## config.mk

```make
export PLATFORM = sky130hd
export DESIGN_NAME = lcec_div
export DESIGN_NICKNAME = d
export VERILOG_FILES = /design/src/rtl/lcec_pkg.sv /design/src/rtl/lcec_div.sv
export SDC_FILE = /design/constraint.sdc
export NUM_CORES = 1
export LEC_CHECK = 0
export ABC_AREA = 1
export BUFFER_PORTS_ARGS = -buffer_cell sky130_fd_sc_hd__buf_2
export CAP_MARGIN = 20
export CORE_UTILIZATION = 29
export CTS_CLUSTER_SIZE = 10
export DETAILED_ROUTE_END_ITERATION = 10
export HOLD_SLACK_MARGIN = 0.12
export PLACE_DENSITY_LB_ADDON = 0.3
export SYNTH_ARGS = -nofsm -noshare
export SYNTH_HDL_FRONTEND = slang
export SYNTH_SLANG_ARGS = --single-unit
```

## constraint.sdc

```tcl
create_clock -name clock -period 2.5 [get_ports clock]
set_clock_uncertainty 0.2 [all_clocks]
set_input_delay 0.5 -clock clock [delete_from_list [all_inputs] [get_ports clock]]
set_output_delay 0.5 -clock clock [all_outputs]
set_load 0.05 [all_outputs]
```

## src/rtl/lcec_pkg.sv

```systemverilog
`timescale 1ns / 1ps

package lcec_pkg;

   localparam int MAX_FEATURES = 1024;
   localparam int ADDR_W       = $clog2(MAX_FEATURES);
   localparam int COUNT_W      = 11;
   localparam int VALUE_W      = 16;
   localparam int ACC_W        = 48;
   localparam int TALLY_W      = 32;
   localparam int RATE_W       = 16;
   localparam int OP_W         = 2;
   localparam int REQ_DATA_W   = 32;
   localparam int RSP_DATA_W   = 88;

   typedef enum logic [OP_W-1:0] {
      OP_LOAD    = 2'd0,
      OP_FEATURE = 2'd1,
      OP_REPORT  = 2'd2
   } op_type;

   localparam logic KIND_VERDICT = 1'b0;
   localparam logic KIND_REPORT  = 1'b1;

   typedef struct packed {
      logic start;
      logic clear;
   } mac_ctrl_type;

   typedef struct packed {
      logic             done;
      logic [ACC_W-1:0] acc;
   } mac_status_type;

   typedef struct packed {
      logic              done;
      logic [RATE_W-1:0] quotient;
   } div_status_type;

endpackage

```

## src/rtl/lcec_div.sv

```systemverilog
`timescale 1ns / 1ps

module lcec_div
   import lcec_pkg::*;
(
   input  logic               clock,
   input  logic               reset,
   input  logic               start,
   input  logic [TALLY_W-1:0] dividend,
   input  logic [TALLY_W-1:0] divisor,
   output div_status_type     status
);

   localparam int CNT_W = $clog2(RATE_W);

   logic [TALLY_W-1:0] rem_ff, rem_in;
   logic [TALLY_W-1:0] dvsr_ff, dvsr_in;
   logic [RATE_W-1:0]  quo_ff, quo_in;
   logic [CNT_W-1:0]   cnt_ff, cnt_in;
   logic               busy_ff, busy_in;
   logic               done_ff, done_in;
   logic [TALLY_W:0]   shifted;
   logic [TALLY_W:0]   diff;
   logic               fits;

   // The error tally never exceeds the sample tally, so the partial
   // remainder always stays below the divisor.
   assign shifted = {rem_ff, 1'b0};
   assign diff    = shifted - {1'b0, dvsr_ff};
   assign fits    = (shifted >= {1'b0, dvsr_ff});

   always_comb begin
      rem_in  = rem_ff;
      dvsr_in = dvsr_ff;
      quo_in  = quo_ff;
      cnt_in  = cnt_ff;
      busy_in = busy_ff;
      done_in = done_ff;
      if (start) begin
         dvsr_in = divisor;
         rem_in  = dividend;
         cnt_in  = '0;
         quo_in  = '0;
         if (divisor == '0) begin
            done_in = 1'b1;
            busy_in = 1'b0;
         end else if (dividend == divisor) begin
            quo_in  = '1;
            done_in = 1'b1;
            busy_in = 1'b0;
         end else begin
            done_in = 1'b0;
            busy_in = 1'b1;
         end
      end else if (busy_ff) begin
         rem_in = fits ? diff[TALLY_W-1:0] : shifted[TALLY_W-1:0];
         quo_in = {quo_ff[RATE_W-2:0], fits};
         cnt_in = cnt_ff + 1'b1;
         if (cnt_ff == CNT_W'(RATE_W - 1)) begin
            busy_in = 1'b0;
            done_in = 1'b1;
         end
      end
   end

   always_ff @(posedge clock) begin
      if (reset) begin
         cnt_ff  <= '0;
         busy_ff <= 1'b0;
         done_ff <= 1'b0;
      end else begin
         cnt_ff  <= cnt_in;
         busy_ff <= busy_in;
         done_ff <= done_in;
      end
      rem_ff  <= rem_in;
      dvsr_ff <= dvsr_in;
      quo_ff  <= quo_in;
   end

   assign status.done     = done_ff;
   assign status.quotient = quo_ff;

endmodule

```

==> results of run 1 <==
worst max-delay path, cell delays in order, from the launching register on:
cell      delay, ps
edfxtp_1        440
ha_4            320
nand2_1         130
nor2_1          160
nand3_2         120
nor3_4          210
nor2_4           80
nand2_4         140
buf_12          160
nand2_1         100
nand2_1          90
nand2_1          50
sequential cells by signal (all words and copies together) (netlist names):
name and flops:
rem_ff 32, busy_ff 1, quo_ff 16, done_ff 1
cnt_ff 4, dvsr_ff 32
kinds of logic (layout without fill, tap and decap cells):
| group | count (synthesis) | count (layout) | share of synthesized area, % |
|---|---|---|---|
| buf+inv | 186 | 337 | 10.74 |
| xor+xnor | 44 | 44 | 5.645 |
| flops | 86 | 86 | 36.95 |
| compound gates | 33 | 33 | 2.621 |
| simple gates | 589 | 589 | 37.70 |
| fa+ha+maj | 34 | 34 | 6.342 |
per-stage QoR:
step / instance area, sq um / setup TNS (ps)
6_report: 8937 / 0
2_1_floorplan: 6827 / 0
4_1_cts: 8354 / -7.031
3_5_place_dp: 7988 / -270.4
5_1_grt: 8937 / -604.2
3_3_place_gp: 7988 / -190.1
placed cells by master, fill, tap and decap left out, types with 3 or more instances in the layout:
cell / Yosys / layout
a21oi_1: 23 / 21
and2_1: 5 / 4
buf_12: 0 / 3
buf_2: 4 / 83
buf_4: 1 / 65
clkbuf_16: 0 / 9
dfxtp_1: 6 / 6
edfxtp_1: 80 / 80
ha_1: 33 / 3
ha_4: 0 / 29
inv_1: 161 / 161
inv_2: 6 / 6
inv_8: 0 / 3
nand2_1: 391 / 373
nand2_2: 7 / 24
nand3_1: 60 / 54
nand3_2: 7 / 13
nand3b_1: 23 / 23
nand4_1: 12 / 12
nor2_1: 56 / 45
nor2_2: 3 / 9
nor2_4: 2 / 7
nor3_1: 11 / 9
nor4_1: 4 / 4
o21ai_0: 4 / 4
or2_2: 4 / 4
xnor2_1: 29 / 29
xor2_1: 15 / 15
where the power goes:
group	leakage, nW	total (mW)	internal (mW)	switching (mW)
logic	3.46	3.57	1.54	2.03
registers	0.856	2.00	1.84	0.156
clock network	0.149	1.39	0.711	0.684
total	4.47	6.97	4.09	2.87
Yosys cell counts (all sizes together):
master	instances
fa	1
a21oi	23
xor2	15
nand2	399
o21a	2
buf	11
o21ai	4
o21bai	3
edfxtp	80
nor4	5
ha	33
xnor2	29
inv	167
nand3	67
nor3	12
nand3b	23
dfxtp	6
o22ai	1
nor3b	1
clkbuf	8
and2	5
or2	4
nor2	61
nand4	12
routing by layer:
layer	vias up	GRT usage, %	wire length (microns)
li1	3328	-	-
met1	2878	22.55	9623
met2	112	27.74	9252
met3	35	2.507	715
met4	0	6.629	537
met5	-	0	0
how the worst max path moves through the flow:
stage	start	endpoint	slack [ps]
final	rem_ff[28]	rem_ff[21]	60
after global routing	rem_ff[18]	rem_ff[21]	-60
after CTS	rem_ff[22]	rem_ff[21]	-5
after detailed placement	dvsr_ff[1]	rem_ff[28]	-150
after global placement	dvsr_ff[1]	rem_ff[28]	-120
after floorplan	start	done_ff	30
area by class of cell:
class                      count  area, sq um  area share (%)
tap                          313        391.6           4.382
clock inverter                 7        76.32          0.8540
sequential                    86         2522           28.22
timing repair buffer         154        999.7           11.19
clock buffer                   9        225.2           2.520
multi-input combinational    700         4095           45.82
inverter                     167        626.9           7.014
timing repair:
item	in CTS	in global routing
gates resized for setup	9	77
setup endpoints to repair	15	33
hold buffers	1	0
setup buffers	0	14
hold endpoints to repair	1	0
pin swaps	0	8
==> run summary, run 1 <==
status: finished clean
origin of the critical flop-to-flop path: rem_ff[28]
Hold Slack: 146.3 ps
Pins Over Slew Limit: 0
Fin. Hold Viols: 0
Slew HR: 70.71%
Longest Clk Path Bufs: 2
post-synth top area share: 35.19%
die height: 155.4 microns
fin crit share: 97.43%
Yosys top cell by area: edfxtp_1
Num CTS Buffers: 9
# setup viols final: 0
CTS Root Cell: clkbuf_16
post-synthesis register bit count: 86
first-pass GRT wire length: 31420 microns
pre-CTS setup slack: -152.0 ps
CTS tree: done
worst skew pair latency: 370 ps
fmax: 0.4105 GHz
worst-case vdd ir drop: 0.0003932 V
Crit. End Element: flip-flop
RSZ-0062 raised after global routing: yes
cells after synthesis: 972
via total after detailed routing: 6353
Max Cap Viol: 0
Congestion Overflow GR: 0
syn nets: 1073
hold path cells: 1
die area: 24160 sq um
gp weighted congestion: 0.9000
crit path kind: reg2reg
clock slew seen by the registers of the worst setup and hold paths: 70 ps
Initial Utilization: 29.88%
drt pass-1 iters: 5
Core Box Area: 22850 sq um
Worst-Margin Slew: 439.4 ps
initial antenna violation count: 0
Synth Warn #: 0
post-synth cell types: 36
register area share after synthesis: 36.95%
vias in the first global route: 6118
Filler Cell Count: 2458
internal reg-to-reg setup slack: 60 ps
WP data required: 2420 ps
Final Net Count: 1219
global-route usage over all layers: 16.99%
fin cells: 1436
crit path DAT: 2360 ps
largest net degree at the start of global routing: 40
Antenna Diode Count: 0
Layout Utilization: 39.12%
# rows: 55
Antenna Nets Post-Route: 0
H-tree Lvls: 3
hpwl dp: 15930 microns
Hold Crit Class: in2reg
PnR worst setup slack: 64.17 ps
worst hold endpoint: dvsr_ff[19]
average wire per standard cell: 14.02 microns
type of origin of the critical path: flip-flop
final WL: 20130 microns
Port Buffer Count: 83
FF-to-FF path depth: 11
synthesized area per cell: 7.023 sq um
Synth area leaders: edfxtp_1 (35%), nand2_1 (21%), inv_1 (8.9%)
minimum clock period: 2436 ps
Sink Count: 86
initial drt markers: 398
placed cells: 1405
number of remaining DRC errors: 0
Syn Std Cell Area: 6827 sq um
PwrDens: 779.3 nW/um^2
Synth-to-Final Area Change: 30.92%
Horiz. Die Dim: 155.4 microns
I/O pin cnt: 84
hold_sp: divisor[19]
vias per inst: 4.424
share of layout cells above drive strength 1: 24.31%
Critical Path Fanout Max: 12
Leakage: 4.467 nW
overall power: 6.965 mW
FF-to-FF End: rem_ff[21]
Note: power is estimated with default switching activity, not from simulation.
==> run 2: changes to the inputs <==
--- a/config.mk
+++ b/config.mk
@@ -5,7 +5,7 @@
 export SDC_FILE = /design/constraint.sdc
 export NUM_CORES = 1
 export LEC_CHECK = 0
-export ABC_AREA = 1
+export ABC_AREA = 0
 export BUFFER_PORTS_ARGS = -buffer_cell sky130_fd_sc_hd__buf_2
 export CAP_MARGIN = 20
 export CORE_UTILIZATION = 29
==> run 2 against run 1 <==
The flow now finishes with violations (negative setup slack); wire length down 5.6%; critical path depth down 2; final cell count down 24%; combinational power up 33%; worst setup slack worse by 660 ps; fmax down 21%; clock power about the same; sequential share of layout area up 1.9 points; hold slack better by 21 ps; via count down 15%; critical endpoint is now rem_ff[27]; highest routed layer unchanged.
==> run summary, run 2 <==
status: finished, violations left
failing checks: negative setup slack
origin of the critical flop-to-flop path: rem_ff[11]
initial drt markers: 359
placed cells: 1061
Synth-to-Final Area Change: 43.97%
Horiz. Die Dim: 143.7 microns
Filler Cell Count: 1917
CTS Root Cell: clkbuf_16
asr flop ratio synth: 0%
# setup viols final: 33
max incr delay on CP: 530 ps
part of the power in combinational logic: 57.9%
H-tree Lvls: 3
Initial Utilization: 29.72%
Longest Clk Path Bufs: 2
CTS tree: done
worst skew pair latency: 350 ps
Critical Path, Cell by Cell: ha_1 > a21o_1 > a221o_1 > a21oi_4 > o211a_1 > o22ai_4 > and3_1 > or4_4 > a2bb2oi_2
Fin. Hold Viols: 0
biggest regs: dvsr_ff: 32 flops, rem_ff: 32 flops, quo_ff: 16 flops
Sink Count: 86
syn nets: 714
Port Buffer Count: 83
Congestion Overflow GR: 0
Syn Std Cell Area: 5822 sq um
PnR worst setup slack: -597.1 ps
PwrDens: 979.2 nW/um^2
vias in the first global route: 5396
average wire per standard cell: 17.41 microns
# rows: 51
synthesized area per cell: 9.497 sq um
final WL: 19010 microns
Synth Warn #: 0
WP data required: 2510 ps
Sw Pwr: 3.110 mW
Num CTS Buffers: 9
global-route usage over all layers: 19.17%
cell-internal power: 5.097 mW
Yosys top cell by area: edfxtp_1
Pins Over Slew Limit: 0
crit path DAT: 3100 ps
Hold Crit Class: in2reg
gp weighted congestion: 0.9059
type of origin of the critical path: flip-flop
Post-CTS Hold Buffers: 0
fmax: 0.3229 GHz
die height: 143.7 microns
vias per inst: 4.964
commonest non-fill, non-tap cell in the layout: buf_4
overall power: 8.208 mW
post-synth cell types: 63
FF-to-FF End: rem_ff[27]
footprint of the multi-input gates: 3442 sq um
top_reg_cell synth: edfxtp_1
pre-CTS setup slack: -774.8 ps
share of layout cells above drive strength 1: 38.09%
synth cell count leaders: edfxtp_1 (80), inv_1 (61), nand2_1 (52), xnor2_1 (46), nor2_1 (42)
fin crit share: 123.9%
Core Box Area: 19590 sq um
Antenna Nets Post-Route: 0
cells after synthesis: 613
CP max-delay cell: or4_4
FF+latch area: 2522 sq um
sequential power share: 25.2%
largest net degree at the start of global routing: 48
hold path cells: 1
via total after detailed routing: 5421
FF-to-FF path depth: 9
die area: 20650 sq um
hpwl dp: 14450 microns
Antenna Diode Count: 0
Crit. End Element: flip-flop
Crit path max-delay family: compound AO/OA/AOI/OAI gates
worst hold endpoint: dvsr_ff[2]
post-synth top area share: 41.26%
most frequent cells in the layout: buf_4 (126), buf_2 (84), edfxtp_1 (80)
Max Cap Viol: 0
post-synthesis register bit count: 86
clock slew seen by the registers of the worst setup and hold paths: 60 ps
top-count cell post-synth: edfxtp_1
sw frac: 37.90%
hold_sp: divisor[2]
Post-synth EDFFs: 80
Critical Path Fanout Max: 5
RSZ-0062 raised after global routing: yes
Synth area leaders: edfxtp_1 (41%), ha_1 (7.1%), xnor2_1 (6.9%)
minimum clock period: 3097 ps
I/O pin cnt: 84
crit path kind: reg2reg
drt pass-1 iters: 6
Leakage: 3.567 nW
Final Net Count: 923
register area share after synthesis: 43.33%
worst-case vdd ir drop: 0.0003939 V
Clock Power Share: 16.8%
Worst-Margin Slew: 502.9 ps
WP buf/inv: 0
internal reg-to-reg setup slack: -600 ps
fin cells: 1092
initial antenna violation count: 0
number of remaining DRC errors: 0
Slew HR: 66.16%
first-pass GRT wire length: 29370 microns
## run 2: metrics by stage
step                utilization (%)  hold WS [ps]  setup TNS [ps]  area, sq um
global placement              38.47         290.6          -17520         7536
floorplan                         -         268.7          -11690         5947
CTS                           41.75         148.0          -17340         8179
finish                        42.79         167.0          -16670         8382
global route                  42.79         152.8          -19190         8382
detailed placement            38.47         297.8          -19300         7536
## run 2: final cells by class
class                      count  share of cell area [%]
clock buffer                  10                   2.851
clock inverter                 6                  0.7315
inverter                      61                   2.732
multi-input combinational    441                   41.07
sequential                    86                   30.09
tap                          265                   3.956
timing repair buffer         223                   18.57
## run 2: cell families (layout without fill, tap and decap cells)
| group | Yosys count | in the layout | synth area share (%) |
|---|---|---|---|
| simple gates | 185 | 185 | 15.82 |
| compound gates | 160 | 160 | 18.07 |
| flops | 86 | 86 | 43.33 |
| buf+inv | 86 | 300 | 5.867 |
| xor+xnor | 56 | 56 | 8.425 |
| fa+ha+maj | 34 | 34 | 7.436 |
| mux | 6 | 6 | 1.053 |
## run 2: metal layers
metal  GRT usage, %  wire [microns]  vias to the layer above  part of all wire, %
met1          24.87            8632                     2587                   45
li1               -               -                     2664                    -
met2          31.76            8968                      152                   47
met4          7.615             409                        0                  2.2
met3          3.066             999                       18                  5.3
met5              0               0                        -                    0
## run 2: timing repair
item	in CTS	in global routing
pin swaps	26	29
buffers inserted	8	7
cloned	1	0
resized for setup	45	34
endpoints found under the setup margin	33	33
hold endpoints to repair	0	0
## run 2: how the worst max path moves through the flow
| stage | from | endpoint | slack, ps | cells past startpoint |
|---|---|---|---|---|
| 6_report | rem_ff[11] | rem_ff[27] | -600 | 9 |
| 4_1_cts | rem_ff[5] | rem_ff[27] | -640 | 10 |
| 2_1_floorplan | rem_ff[21] | rem_ff[11] | -410 | 11 |
| 3_3_place_gp | rem_ff[6] | rem_ff[21] | -730 | 10 |
| 5_1_grt | rem_ff[6] | rem_ff[28] | -670 | 10 |
| 3_5_place_dp | rem_ff[6] | rem_ff[21] | -770 | 10 |
## run 2: worst register-to-register path, stage by stage (launching register included)
cell	delay (ps)
edfxtp_1	410
ha_1	340
a21o_1	200
a221o_1	390
a21oi_4	180
o211a_1	240
o22ai_4	130
and3_1	210
or4_4	530
a2bb2oi_2	130
## run 2: power groups by stage
stage / clock network [mW] / logic (mW) / registers (mW)
floorplan: 0 / 2.31 / 2.11
global placement: 0 / 3.97 / 2.06
detailed placement: 0 / 3.96 / 2.06
CTS: 1.41 / 4.47 / 2.06
global route: 1.45 / 5.15 / 2.10
finish: 1.38 / 4.76 / 2.07
