## config.mk

```make
export PLATFORM = sky130hd
export DESIGN_NAME = lcec_mac
export DESIGN_NICKNAME = d
export VERILOG_FILES = /design/src/rtl/lcec_pkg.sv /design/src/rtl/lcec_mac.sv
export SDC_FILE = /design/constraint.sdc
export NUM_CORES = 1
export LEC_CHECK = 0
export BUFFER_PORTS_ARGS = -buffer_cell sky130_fd_sc_hd__buf_2
export CORE_ASPECT_RATIO = 1.1
export CORE_MARGIN = 2
export CORE_UTILIZATION = 54
export CTS_CLUSTER_SIZE = 25
export DETAILED_ROUTE_END_ITERATION = 6
export GPL_TIMING_DRIVEN = 0
export PLACE_DENSITY_LB_ADDON = 0.2
export SLEW_MARGIN = 20
export SYNTH_ARGS = -nofsm -noshare
export SYNTH_HDL_FRONTEND = slang
export SYNTH_SLANG_ARGS = --single-unit
```

## constraint.sdc

```tcl
create_clock -name clock -period 4.25 [get_ports clock]
set_input_delay 0.6375 -clock clock [delete_from_list [all_inputs] [get_ports clock]]
set_output_delay 0.6375 -clock clock [all_outputs]
set_load 0.05 [all_outputs]
```

## src/rtl/lcec_pkg.sv

```systemverilog
`timescale 1ns / 1ps

package lcec_pkg;

   localparam int MAX_FEATURES = 1024;
   localparam int ADDR_W       = $clog2(MAX_FEATURES);
   localparam int COUNT_W      = 11;
   localparam int VALUE_W      = 16;
   localparam int ACC_W        = 48;
   localparam int TALLY_W      = 32;
   localparam int RATE_W       = 16;
   localparam int OP_W         = 2;
   localparam int REQ_DATA_W   = 32;
   localparam int RSP_DATA_W   = 88;

   typedef enum logic [OP_W-1:0] {
      OP_LOAD    = 2'd0,
      OP_FEATURE = 2'd1,
      OP_REPORT  = 2'd2
   } op_type;

   localparam logic KIND_VERDICT = 1'b0;
   localparam logic KIND_REPORT  = 1'b1;

   typedef struct packed {
      logic start;
      logic clear;
   } mac_ctrl_type;

   typedef struct packed {
      logic             done;
      logic [ACC_W-1:0] acc;
   } mac_status_type;

   typedef struct packed {
      logic              done;
      logic [RATE_W-1:0] quotient;
   } div_status_type;

endpackage

```

## src/rtl/lcec_mac.sv

```systemverilog
`timescale 1ns / 1ps

module lcec_mac
   import lcec_pkg::*;
(
   input  logic                clock,
   input  logic                reset,
   input  mac_ctrl_type        ctrl,
   input  logic [VALUE_W-1:0]  weight,
   input  logic [VALUE_W-1:0]  feature,
   output mac_status_type      status
);

   localparam int CNT_W = $clog2(VALUE_W);

   logic [ACC_W-1:0]   acc_ff, acc_in;
   logic [ACC_W-1:0]   mcand_ff, mcand_in;
   logic [VALUE_W-1:0] mplier_ff, mplier_in;
   logic [CNT_W-1:0]   cnt_ff, cnt_in;
   logic               busy_ff, busy_in;
   logic               done_ff, done_in;
   logic               last_step;
   logic [ACC_W-1:0]   sum;

   // The top multiplier bit carries negative weight in two's complement.
   assign last_step = (cnt_ff == CNT_W'(VALUE_W - 1));
   assign sum       = last_step ? (acc_ff - mcand_ff) : (acc_ff + mcand_ff);

   always_comb begin
      acc_in    = acc_ff;
      mcand_in  = mcand_ff;
      mplier_in = mplier_ff;
      cnt_in    = cnt_ff;
      busy_in   = busy_ff;
      done_in   = done_ff;
      if (ctrl.clear) begin
         acc_in = '0;
      end
      if (ctrl.start) begin
         mcand_in  = {{(ACC_W - VALUE_W){weight[VALUE_W-1]}}, weight};
         mplier_in = feature;
         cnt_in    = '0;
         busy_in   = 1'b1;
         done_in   = 1'b0;
      end else if (busy_ff) begin
         if (mplier_ff[0]) begin
            acc_in = sum;
         end
         mcand_in  = {mcand_ff[ACC_W-2:0], 1'b0};
         mplier_in = {1'b0, mplier_ff[VALUE_W-1:1]};
         cnt_in    = cnt_ff + 1'b1;
         if (last_step) begin
            busy_in = 1'b0;
            done_in = 1'b1;
         end
      end
   end

   always_ff @(posedge clock) begin
      if (reset) begin
         acc_ff  <= '0;
         cnt_ff  <= '0;
         busy_ff <= 1'b0;
         done_ff <= 1'b0;
      end else begin
         acc_ff  <= acc_in;
         cnt_ff  <= cnt_in;
         busy_ff <= busy_in;
         done_ff <= done_in;
      end
      mcand_ff  <= mcand_in;
      mplier_ff <= mplier_in;
   end

   assign status.done = done_ff;
   assign status.acc  = acc_ff;

endmodule

```

==> results of run 1 <==
## critical path: cells and delay by family, from the launching register on
family,cells,cell delay [ns]
AOI/OAI and AO/OA,7,1.49
xor gates and xnor gates,1,0.25
adders and majority gates,1,0.26
DFF,1,0.50
and+or+nand+nor,7,1.46
buffers and inverters,1,0.13
## cells by family after synthesis
logic type,share of synthesized area
buffers and inverters,0.0472
adders and majority gates,0.0796
muxes,0.0398
AOI/OAI and AO/OA,0.213
xor gates and xnor gates,0.0971
and+or+nand+nor,0.153
DFF,0.370
## cells in the mapped netlist, drive strengths merged, types with 6 or more instances
| library cell | count | area share |
|---|---|---|
| a21oi | 88 | 0.054 |
| nand2 | 85 | 0.039 |
| o21ai | 84 | 0.052 |
| xnor2 | 69 | 0.075 |
| edfxtp | 64 | 0.24 |
| dfxtp | 54 | 0.13 |
| ha | 50 | 0.077 |
| inv | 50 | 0.023 |
| clkbuf | 47 | 0.022 |
| nor2 | 46 | 0.021 |
| nand3 | 43 | 0.027 |
| a21o | 26 | 0.024 |
| mux2 | 26 | 0.036 |
| nor3 | 26 | 0.016 |
| xor2 | 20 | 0.022 |
| nand4 | 17 | 0.016 |
| o21bai | 13 | 0.012 |
| a31oi | 10 | 0.0077 |
| o31ai | 10 | 0.0093 |
| a211oi | 7 | 0.0065 |
| and3 | 6 | 0.0046 |
| o21a | 6 | 0.0056 |
## metal layers
| metal | share of wire | global-route usage | up-vias |
|---|---|---|---|
| met2 | 0.49 | 0.458 | 374 |
| met4 | 0.040 | 0.121 | 0 |
| li1 | - | - | 3684 |
| met1 | 0.41 | 0.354 | 3790 |
| met5 | 0 | 0 | - |
| met3 | 0.065 | 0.0573 | 86 |
## what timing repair did
| action | CTS | global route |
|---|---|---|
| pin swaps | 22 | 67 |
| setup endpoints to repair | 26 | 13 |
| setup buffers | 31 | 47 |
| gates resized for setup | 68 | 88 |
| hold buffers | 0 | 0 |
| endpoints found under the hold margin | 0 | 0 |
## cells in the final DEF, fill, tap and decap left out, drive strengths merged, types with 6 or more instances in the layout
cell type / synthesis / layout
edfxtp: 64 / 64
o21bai: 13 / 13
nand3: 43 / 43
o31ai: 10 / 10
nor2: 46 / 46
o21a: 6 / 6
nor3: 26 / 26
xnor2: 69 / 69
a21o: 26 / 26
ha: 50 / 50
a211oi: 7 / 7
xor2: 20 / 20
mux2: 26 / 26
nand4: 17 / 17
a31oi: 10 / 10
and3: 6 / 6
a21oi: 88 / 88
clkinv: 1 / 9
inv: 50 / 53
o21ai: 84 / 84
dfxtp: 54 / 54
buf: 3 / 167
nand2: 85 / 85
clkbuf: 47 / 48
## stage by stage
stage	utilization	total power, mW	worst slack [ns]	area (µm²)	hold slack (ns)
after floorplan	-	1.85	0.0104	8130	0.491
after CTS	0.674	3.39	0.000987	9820	0.482
final	0.728	3.51	0.0149	10600	0.478
after detailed placement	0.605	2.02	-1.02	8810	0.472
after global placement	0.603	2.00	-0.994	8780	0.461
after global routing	0.728	3.64	-0.154	10600	0.491
## power by group through the flow
stage / logic (mW) / clock network (mW) / registers (mW)
after CTS: 0.685 / 1.33 / 1.37
after floorplan: 0.434 / 0 / 1.42
after global placement: 0.610 / 0 / 1.39
after detailed placement: 0.624 / 0 / 1.39
after global routing: 0.863 / 1.39 / 1.39
final: 0.806 / 1.32 / 1.38
## cell type report
type / instances / area, µm² / share of cell area
Tap cell: 192 / 240 / 0.0227
Multi-Input combinational cell: 703 / 5420 / 0.511
Clock buffer: 18 / 429 / 0.0405
Clock inverter: 14 / 104 / 0.00980
Inverter: 51 / 191 / 0.0181
Sequential cell: 118 / 3000 / 0.283
Buffer: 36 / 169 / 0.0159
Timing Repair Buffer: 161 / 1040 / 0.0985
## how the worst min path moves through the flow
stage | startpoint | end | depth (start not counted)
final | acc_ff[44] | acc_ff[44] | 2
after global routing | weight[0] | mcand_ff[0] | 2
after CTS | acc_ff[44] | acc_ff[44] | 2
after detailed placement | acc_ff[44] | acc_ff[44] | 2
after global placement | acc_ff[44] | acc_ff[44] | 2
after floorplan | done_ff | done_ff | 2
## registers in the layout (all words and copies together) (netlist names)
signal,count
mplier_ff,16
done_ff,1
mcand_ff,48
busy_ff,1
cnt_ff,4
acc_ff,48
==> flow_metrics.py, run 1 <==
metrics = {
    "clock_network": {
        "cts.sinks": 118,
        "htree_levels": 4,
        "clk_latency_ns": 0.43,
        "clock_tree.buffer_depth": 2,
        "cts_tree": "built",
        "path_clk_slew_ns": 0.06,
        "cts_root_buffer": "sky130_fd_sc_hd__clkbuf_16",
        "cts_inserted_buffers": 17,
    },
    "synth": {
        "synth-edff-count": 64,
        "synth_cells": 922,
        "ys_dominant_reg_cell": "sky130_fd_sc_hd__edfxtp_1",
        "syn-num-nets": 1009,
        "synth_async_sr_flop_share": 0,
        "post_synth.cell_area_avg_um2": 8.80,
        "post_synth_instance_area_um2": 8110,
        "synth-seq-area-share": 0.370,
        "synth_seq_cells": 118,
        "netlist-cell-type-count": 62,
        "ys_warn_count": 0,
    },
    "die": {
        "die_w_um": 121,
        "initial_core_util": 0.557,
        "design.portCount": 85,
        "placement_rows": 46,
        "vertical_die_dimension_um": 133,
        "core_box_area_um2": 14600,
        "floorplan_die_area_um2": 16000,
    },
    "critical_path": {
        "cp.required_ns": 4.55,
        "source_of_the_worst_register_to_register_timing_path": "mcand_ff[10]",
        "reg2reg_slack_ns": 0.01,
        "r2r_end": "acc_ff[47]",
        "worstSetupEndpoint": "acc_ff[47]",
        "crit_slowest_cell": "sky130_fd_sc_hd__edfxtp_1",
        "ordered_cell_list_for_the_critical_path": "nor4_4 > nand3_1 > or3_4 > nor3_4 > nor2_2 > xnor2_2 > ha_4 > buf_6 > a21o_1 > a21o_1 > a21oi_2 > o311a_4 > o221a_4 > o31a_1 > nor3_1 > o41ai_2 > nand3_1",
        "critPathCaptureType": "flip-flop",
        "setup.worst_path.start_class": "flip-flop",
        "critical_path_class": "flip-flop to flip-flop",
        "path_max_fanout": 5,
        "arrival_worst_endpoint_ns": 4.54,
        "critPathMaxStageDelay_ns": 0.50,
        "reg2reg_depth": 17,
        "critPathLaunch": "mcand_ff[10]",
    },
    "drt": {
        "totalWireLength_um": 24500,
        "routedWlPerCell_um": 18.9,
        "antenna_left": 0,
        "detailroute.via_count": 7934,
        "post-route-drc-count": 0,
        "detail_route.vias_per_cell": 6.14,
        "detailedRoute.firstPassIterationCount": 5,
        "detailedRoute.firstIterationViolations": 771,
    },
    "timing": {
        "timing.fmax_mhz": 236,
        "fin_skew_ns": 0.0159,
        "timing.max_slew.rel_slack": 0.430,
        "final_worst_path_period_need_ns": 4.24,
        "final_clock_period_utilization_by_the_worst_path": 0.996,
        "setup_total_negative_slack_ns": 0,
        "final-setup-viol-count": 0,
        "timing_hold_violations_final": 0,
        "unrepaired_setup_endpoints_after_global_routing": "yes",
        "tightestPinTransition_ns": 0.851,
        "final_max_slew_viol_count": 0,
    },
    "placement": {
        "hpwlAfterDp_um": 15700,
        "total_of_buffers_placed_on_input_and_output_ports": 82,
        "place.gp.congestion": 0.910,
        "post-place-cells": 1197,
    },
    "worst_hold_path": {
        "worst_hold_path_type": "flip-flop to flip-flop",
    },
    "power_and_ir_drop": {
        "leakagePower_nw": 4.43,
        "power_density_nw_per_um2": 331,
        "power.combinational.fraction": 0.230,
        "swShare": 0.322,
        "power_frac_clock": 0.378,
        "p_int_mw": 2.38,
        "seqPwrFrac": 0.393,
        "net-switching-power_mw": 1.13,
        "max-vdd-ir-drop_mv": 0.273,
    },
    "global_routing": {
        "grt_first_pass_wirelength_um": 35300,
        "grt_pass1_vias": 7199,
        "grt_max_degree": 47,
        "grt_antenna_before_repair": 0,
        "global_route_total_overflow": 0,
        "gr-usage-all-layers": 0.279,
    },
    "outcome": {
        "outcome": "complete, no violations",
    },
    "cells_and_area": {
        "fin_cells": 1293,
        "final_nets": 1175,
        "post_route_cells_drive_above_1_share": 0.301,
        "syn2layout_area_growth_pct": 30.7,
        "diodes": 0,
        "final.fill_count": 1029,
    },
    "run": {
        "max_cap_viol_count": 0,
    },
}
(Power assumes the default switching activity.)
==> run 2, diff against run 1 <==
- ABC_CLOCK_PERIOD_IN_PS: unset -> 4250
- CORE_UTILIZATION: 54 -> 56
- CTS_BUF_LIST: unset -> sky130_fd_sc_hd__clkbuf_2
==> run 2 against run 1 <==
The flow now finishes with violations (design-rule violations). Clock power fell by 43%. Sequential share of layout area rose by 1.7 points. Critical endpoint is now acc_ff[40]. Via count fell by 3.0%. Wire length fell by 7.6%. Critical path type unchanged. Sequential power barely moved.
==> flow_metrics.py, run 2 (same netlist as run 1, synthesis figures left out) <==
metrics = {
    "outcome": {
        "outcome": "complete, but fails checks",
        "violations": "design-rule violations",
    },
    "timing": {
        "final-setup-viol-count": 0,
        "final_worst_path_period_need_ns": 4.20,
        "fin_skew_ns": 0.0363,
        "unrepaired_setup_endpoints_after_global_routing": "yes",
        "worst_slack_ns": 0.0502,
        "final_max_slew_viol_count": 0,
        "final_clock_period_utilization_by_the_worst_path": 0.988,
        "timing.max_slew.rel_slack": 0.460,
        "timing.fmax_mhz": 238,
        "setup_total_negative_slack_ns": 0,
        "tightestPinTransition_ns": 0.807,
        "timing_hold_violations_final": 0,
    },
    "run": {
        "max_cap_viol_count": 0,
    },
    "critical_path": {
        "critical_path_class": "flip-flop to flip-flop",
        "reg2reg_slack_ns": 0.05,
        "cp.required_ns": 4.92,
        "path_max_fanout": 5,
        "arrival_worst_endpoint_ns": 4.87,
        "ordered_cell_list_for_the_critical_path": "or4_4 > nor3_4 > buf_4 > buf_4 > buf_4 > buf_4 > buf_4 > a41o_1 > xnor2_1 > ha_2 > a21o_1 > a21o_1 > a21o_1 > a211oi_2 > o21ai_2 > a221oi_2 > buf_4 > xor2_1 > o21ai_0",
        "r2r_end": "acc_ff[40]",
        "setup.worst_path.start_class": "flip-flop",
        "critPathMaxStageDelay_ns": 0.59,
        "reg2reg_depth": 19,
        "crit_slowest_cell": "sky130_fd_sc_hd__or4_4",
        "worst_path_most_repeated_cell": "sky130_fd_sc_hd__buf_4",
        "source_of_the_worst_register_to_register_timing_path": "mcand_ff[24]",
        "critPathCaptureType": "flip-flop",
    },
    "clock_network": {
        "cts.sinks": 118,
        "cts_tree": "built",
        "htree_levels": 4,
        "cts_root_buffer": "sky130_fd_sc_hd__clkbuf_2",
        "path_clk_slew_ns": 0.21,
        "clk_latency_ns": 0.78,
        "holdBufCountCts": 0,
        "cts_inserted_buffers": 17,
        "clock_tree.buffer_depth": 2,
    },
    "drt": {
        "detail_route.vias_per_cell": 5.95,
        "detailedRoute.firstPassIterationCount": 7,
        "totalWireLength_um": 22600,
        "detailedRoute.firstIterationViolations": 781,
        "routedWlPerCell_um": 17.5,
        "detailroute.via_count": 7699,
        "post-route-drc-count": 8,
        "antenna_left": 0,
    },
    "die": {
        "initial_core_util": 0.568,
        "core_box_area_um2": 14300,
        "die_w_um": 119,
        "floorplan_die_area_um2": 15500,
        "design.portCount": 85,
        "placement_rows": 46,
        "vertical_die_dimension_um": 130,
    },
    "placement": {
        "dp_worst_setup_slack_ns": -0.980,
        "post-place-cells": 1197,
        "place.gp.congestion": 0.907,
        "total_of_buffers_placed_on_input_and_output_ports": 82,
        "hpwlAfterDp_um": 15600,
    },
    "global_routing": {
        "grt_first_pass_wirelength_um": 34200,
        "grt_antenna_before_repair": 1,
        "grt_pass1_vias": 6942,
        "gr-usage-all-layers": 0.281,
        "global_route_total_overflow": 0,
        "grt_max_degree": 50,
    },
    "power_and_ir_drop": {
        "power.total_mw": 2.88,
        "max-vdd-ir-drop_mv": 0.272,
        "power_density_nw_per_um2": 287,
        "leakagePower_nw": 4.22,
    },
    "cells_and_area": {
        "layout_top_registers": "acc_ff: 48 flops, mcand_ff: 48 flops, mplier_ff: 16 flops",
        "fin_cells": 1294,
        "post_route_cells_drive_above_1_share": 0.278,
        "final_nets": 1175,
        "final_cell_mix": "sky130_fd_sc_hd__nand2_1, sky130_fd_sc_hd__a21oi_1, sky130_fd_sc_hd__buf_2",
        "syn2layout_area_growth_pct": 23.4,
        "fin_util": 0.701,
    },
    "worst_hold_path": {
        "min_to": "mplier_ff[15]",
        "worst_hold_path_type": "input pin to flip-flop",
        "hold_path_depth": 2,
        "beginning_of_the_worst_hold_path": "feature[15]",
    },
}
-- run 2: cell count changes in the layout (fill, tap and decap cells not counted), sizes merged --
cell / previous run / this run
buf: 167 / 162
bufinv: 0 / 1
clkbuf: 48 / 53
clkinv: 9 / 3
clkinvlp: 3 / 4
diode: 0 / 1
inv: 53 / 57
-- run 2: worst max-delay path by stage --
stage                 start         end
2_1_floorplan   mcand_ff[2]  acc_ff[46]
3_3_place_gp      cnt_ff[0]  acc_ff[37]
3_5_place_dp      cnt_ff[0]  acc_ff[44]
4_1_cts           cnt_ff[0]  acc_ff[37]
5_1_grt         mcand_ff[6]  acc_ff[40]
6_report       mcand_ff[24]  acc_ff[40]
-- run 2: routing by layer --
metal / wire (µm) / GRT usage / up-vias
met2: 11000 / 0.478 / 303
met4: 657 / 0.0917 / 0
met3: 1370 / 0.0577 / 61
met5: 0 / 0 / -
met1: 9620 / 0.361 / 3650
li1: - / - / 3685
-- run 2: repair_timing --
| action | CTS | global route |
|---|---|---|
| pin swaps | 29 | 27 |
| resized for setup | 67 | 40 |
| setup buffers | 44 | 32 |
| setup endpoints to repair | 27 | 19 |
-- run 2: area by class of cell --
type,instances,area [µm²]
plain buffers,38,161
repair buffers,159,1010
clock inverters,14,139
flip-flops and latches,118,3000
well taps,192,240
multi-input cells,703,5170
diodes,1,2.50
fillers,1158,4260
clock buffers,18,90.1
inverters,51,191
-- run 2: critical path, delay by kind of cell, from the launching register on --
family | cells | cell delay, ns
AOI/OAI and AO/OA | 8 | 1.51
adders and majority gates | 1 | 0.37
DFF | 1 | 0.46
xor gates and xnor gates | 2 | 0.33
buffers and inverters | 6 | 0.68
and+or+nand+nor | 2 | 0.75
-- run 2: through the flow --
step                      area (µm²)  hold WS [ns]
after floorplan                 8130         0.491
after global placement          8780         0.468
after detailed placement        8810         0.471
after CTS                       9620        0.0936
after global routing           10000        0.0818
final                          10000         0.131
-- run 2: report_power, final --
| part | leakage (nW) | internal, mW | switching [mW] |
|---|---|---|---|
| sequential | 1.09 | 1.30 | 0.0733 |
| combinational | 3.00 | 0.306 | 0.449 |
| clock | 0.129 | 0.228 | 0.519 |
==> run 3, diff against run 2 <==
- CORE_ASPECT_RATIO: 1.1 -> 2
==> run 3 against run 2 <==
Largest cell class unchanged. Largest power group unchanged. Die area rose by 0.37%. Non-clock buffer count decreased by 10. Global-route usage rose by 3.9 points. Critical path type unchanged. Clock skew increased by 0.0097 ns. Sequential power hardly changed. The run ends with design-rule violations, negative setup slack left. Cell area is 1.1% higher.
==> flow_metrics.py, run 3 (same netlist as run 1, synthesis figures left out) <==
metrics = {
    "die": {
        "design.portCount": 85,
        "initial_core_util": 0.568,
        "core_box_area_um2": 14300,
        "floorplan_die_area_um2": 15500,
        "die_w_um": 89.1,
        "vertical_die_dimension_um": 174,
        "placement_rows": 62,
    },
    "drt": {
        "detailroute.via_count": 7783,
        "detail_route.vias_per_cell": 6.06,
        "antenna_left": 0,
        "detailedRoute.firstPassIterationCount": 7,
        "routedWlPerCell_um": 19.8,
        "totalWireLength_um": 25500,
        "detailedRoute.firstIterationViolations": 516,
        "post-route-drc-count": 3,
    },
    "outcome": {
        "outcome": "complete, but fails checks",
        "violations": "design-rule violations, negative setup slack",
    },
    "clock_network": {
        "cts_tree": "built",
        "clock_tree.buffer_depth": 2,
        "cts_inserted_buffers": 17,
        "cts_root_buffer": "sky130_fd_sc_hd__clkbuf_2",
        "clk_latency_ns": 0.73,
        "cts.sinks": 118,
        "htree_levels": 4,
        "path_clk_slew_ns": 0.21,
    },
    "timing": {
        "final_worst_path_period_need_ns": 4.37,
        "final-setup-viol-count": 4,
        "final_max_slew_viol_count": 0,
        "tightestPinTransition_ns": 0.913,
        "final_clock_period_utilization_by_the_worst_path": 1.03,
        "holdWs_ns": 0.192,
        "timing.max_slew.rel_slack": 0.389,
        "worst_slack_ns": -0.115,
        "unrepaired_setup_endpoints_after_global_routing": "yes",
        "timing.fmax_mhz": 229,
        "timing_hold_violations_final": 0,
        "fin_skew_ns": 0.0460,
    },
    "placement": {
        "hpwlAfterDp_um": 18200,
        "instance_area_at_placement_um2": 8800,
        "post-place-cells": 1197,
        "dp_worst_setup_slack_ns": -1.24,
        "place.gp.congestion": 0.946,
        "total_of_buffers_placed_on_input_and_output_ports": 82,
    },
    "run": {
        "max_cap_viol_count": 0,
    },
    "cells_and_area": {
        "layout_top_registers": "acc_ff: 48 flops, mcand_ff: 48 flops, mplier_ff: 16 flops",
        "post_route_cells_drive_above_1_share": 0.289,
        "syn2layout_area_growth_pct": 24.8,
        "final_nets": 1165,
        "fin_cells": 1284,
        "stdcell_area_um2": 10100,
        "final_cell_mix": "sky130_fd_sc_hd__nand2_1, sky130_fd_sc_hd__buf_2, sky130_fd_sc_hd__a21oi_1",
    },
    "critical_path": {
        "critical_path_class": "flip-flop to flip-flop",
        "path_max_fanout": 5,
        "cp.required_ns": 4.90,
        "arrival_worst_endpoint_ns": 5.02,
        "critPathCaptureType": "flip-flop",
        "setup.worst_path.start_class": "flip-flop",
    },
    "power_and_ir_drop": {
        "seqPwrFrac": 0.457,
        "p_int_mw": 1.99,
        "power_frac_clock": 0.285,
        "swShare": 0.339,
        "power.total_mw": 3.02,
        "power_density_nw_per_um2": 298,
        "net-switching-power_mw": 1.02,
        "max-vdd-ir-drop_mv": 0.244,
        "power.combinational.fraction": 0.258,
        "leakagePower_nw": 4.24,
    },
    "global_routing": {
        "grt_antenna_before_repair": 1,
        "global_route_total_overflow": 0,
        "grt_first_pass_wirelength_um": 37400,
        "gr-usage-all-layers": 0.320,
        "grt_max_degree": 37,
        "grt_pass1_vias": 7695,
    },
    "worst_hold_path": {
        "worst_hold_path_type": "input pin to flip-flop",
    },
}
## run 3: cell count changes in the layout (fill, tap and decap cells not counted), moves of 3 or more
cell,change
sky130_fd_sc_hd__clkbuf_1,-3
sky130_fd_sc_hd__ha_1,-5
sky130_fd_sc_hd__o21ai_0,-6
sky130_fd_sc_hd__buf_4,-8
sky130_fd_sc_hd__clkbuf_4,-3
sky130_fd_sc_hd__ha_2,+5
sky130_fd_sc_hd__o21ai_2,+3
sky130_fd_sc_hd__a21oi_2,+4
sky130_fd_sc_hd__a21oi_1,-3
sky130_fd_sc_hd__o21ai_1,+3
sky130_fd_sc_hd__bufinv_16,+3
sky130_fd_sc_hd__inv_6,-6
## run 3: critical path, cell delays in order, from the launching register on
cell	delay (ns)
sky130_fd_sc_hd__edfxtp_1	0.48
sky130_fd_sc_hd__nor4_4	0.38
sky130_fd_sc_hd__nand3_2	0.15
sky130_fd_sc_hd__nor3_4	0.25
sky130_fd_sc_hd__nor2_2	0.07
sky130_fd_sc_hd__xnor2_1	0.28
sky130_fd_sc_hd__ha_2	0.36
sky130_fd_sc_hd__buf_4	0.16
sky130_fd_sc_hd__a41o_1	0.24
sky130_fd_sc_hd__a221oi_2	0.27
sky130_fd_sc_hd__o31a_1	0.25
sky130_fd_sc_hd__o211a_1	0.21
sky130_fd_sc_hd__o21a_1	0.20
sky130_fd_sc_hd__o31ai_4	0.09
sky130_fd_sc_hd__a31oi_4	0.37
sky130_fd_sc_hd__buf_6	0.16
sky130_fd_sc_hd__o31ai_4	0.05
sky130_fd_sc_hd__xnor2_1	0.14
sky130_fd_sc_hd__a22o_1	0.19
## run 3: final timing paths
check,start,to,slack (ns),cells after the start
min,weight[1],mcand_ff[1],0.19,3
max reg2reg,mcand_ff[4],acc_ff[42],-0.12,18
max,mcand_ff[4],acc_ff[42],-0.12,18
min reg2reg,acc_ff[34],acc_ff[34],0.49,2
## run 3: power groups by stage
stage | sequential, mW | clock [mW] | combinational, mW
after global routing | 1.39 | 0.908 | 0.835
after CTS | 1.37 | 0.866 | 0.707
after detailed placement | 1.40 | 0 | 0.640
after global placement | 1.39 | 0 | 0.629
final | 1.38 | 0.861 | 0.779
after floorplan | 1.42 | 0 | 0.434
## run 3: final cells by class
| type | count | area, µm² |
|---|---|---|
| buffer | 36 | 161 |
| clock buffer | 19 | 95.1 |
| inverter | 51 | 191 |
| sequential | 118 | 3000 |
| clock inverter | 13 | 180 |
| fill | 1162 | 4150 |
| antenna | 1 | 2.50 |
| timing repair buffer | 151 | 948 |
| multi-input combinational | 703 | 5300 |
| tap | 192 | 240 |
## run 3: what timing repair did
action	CTS	global route
gates resized for setup	74	69
setup endpoints to repair	30	17
pin swaps	19	53
hold buffers	0	0
setup buffers	33	35
## run 3: stage by stage
stage	util	setup TNS, ns
after floorplan	-	0
after global placement	0.615	-15.67
after detailed placement	0.617	-16.15
after CTS	0.672	-0.0703
after global routing	0.709	-1.70
final	0.709	-0.236
## run 3: metal layers
layer  share of wire  global-route usage  up-vias
li1                -                   -     3657
met1            0.33               0.291     3690
met2            0.54               0.572      319
met3           0.045              0.0651      117
met4           0.093               0.263        0
met5               0                   0        -
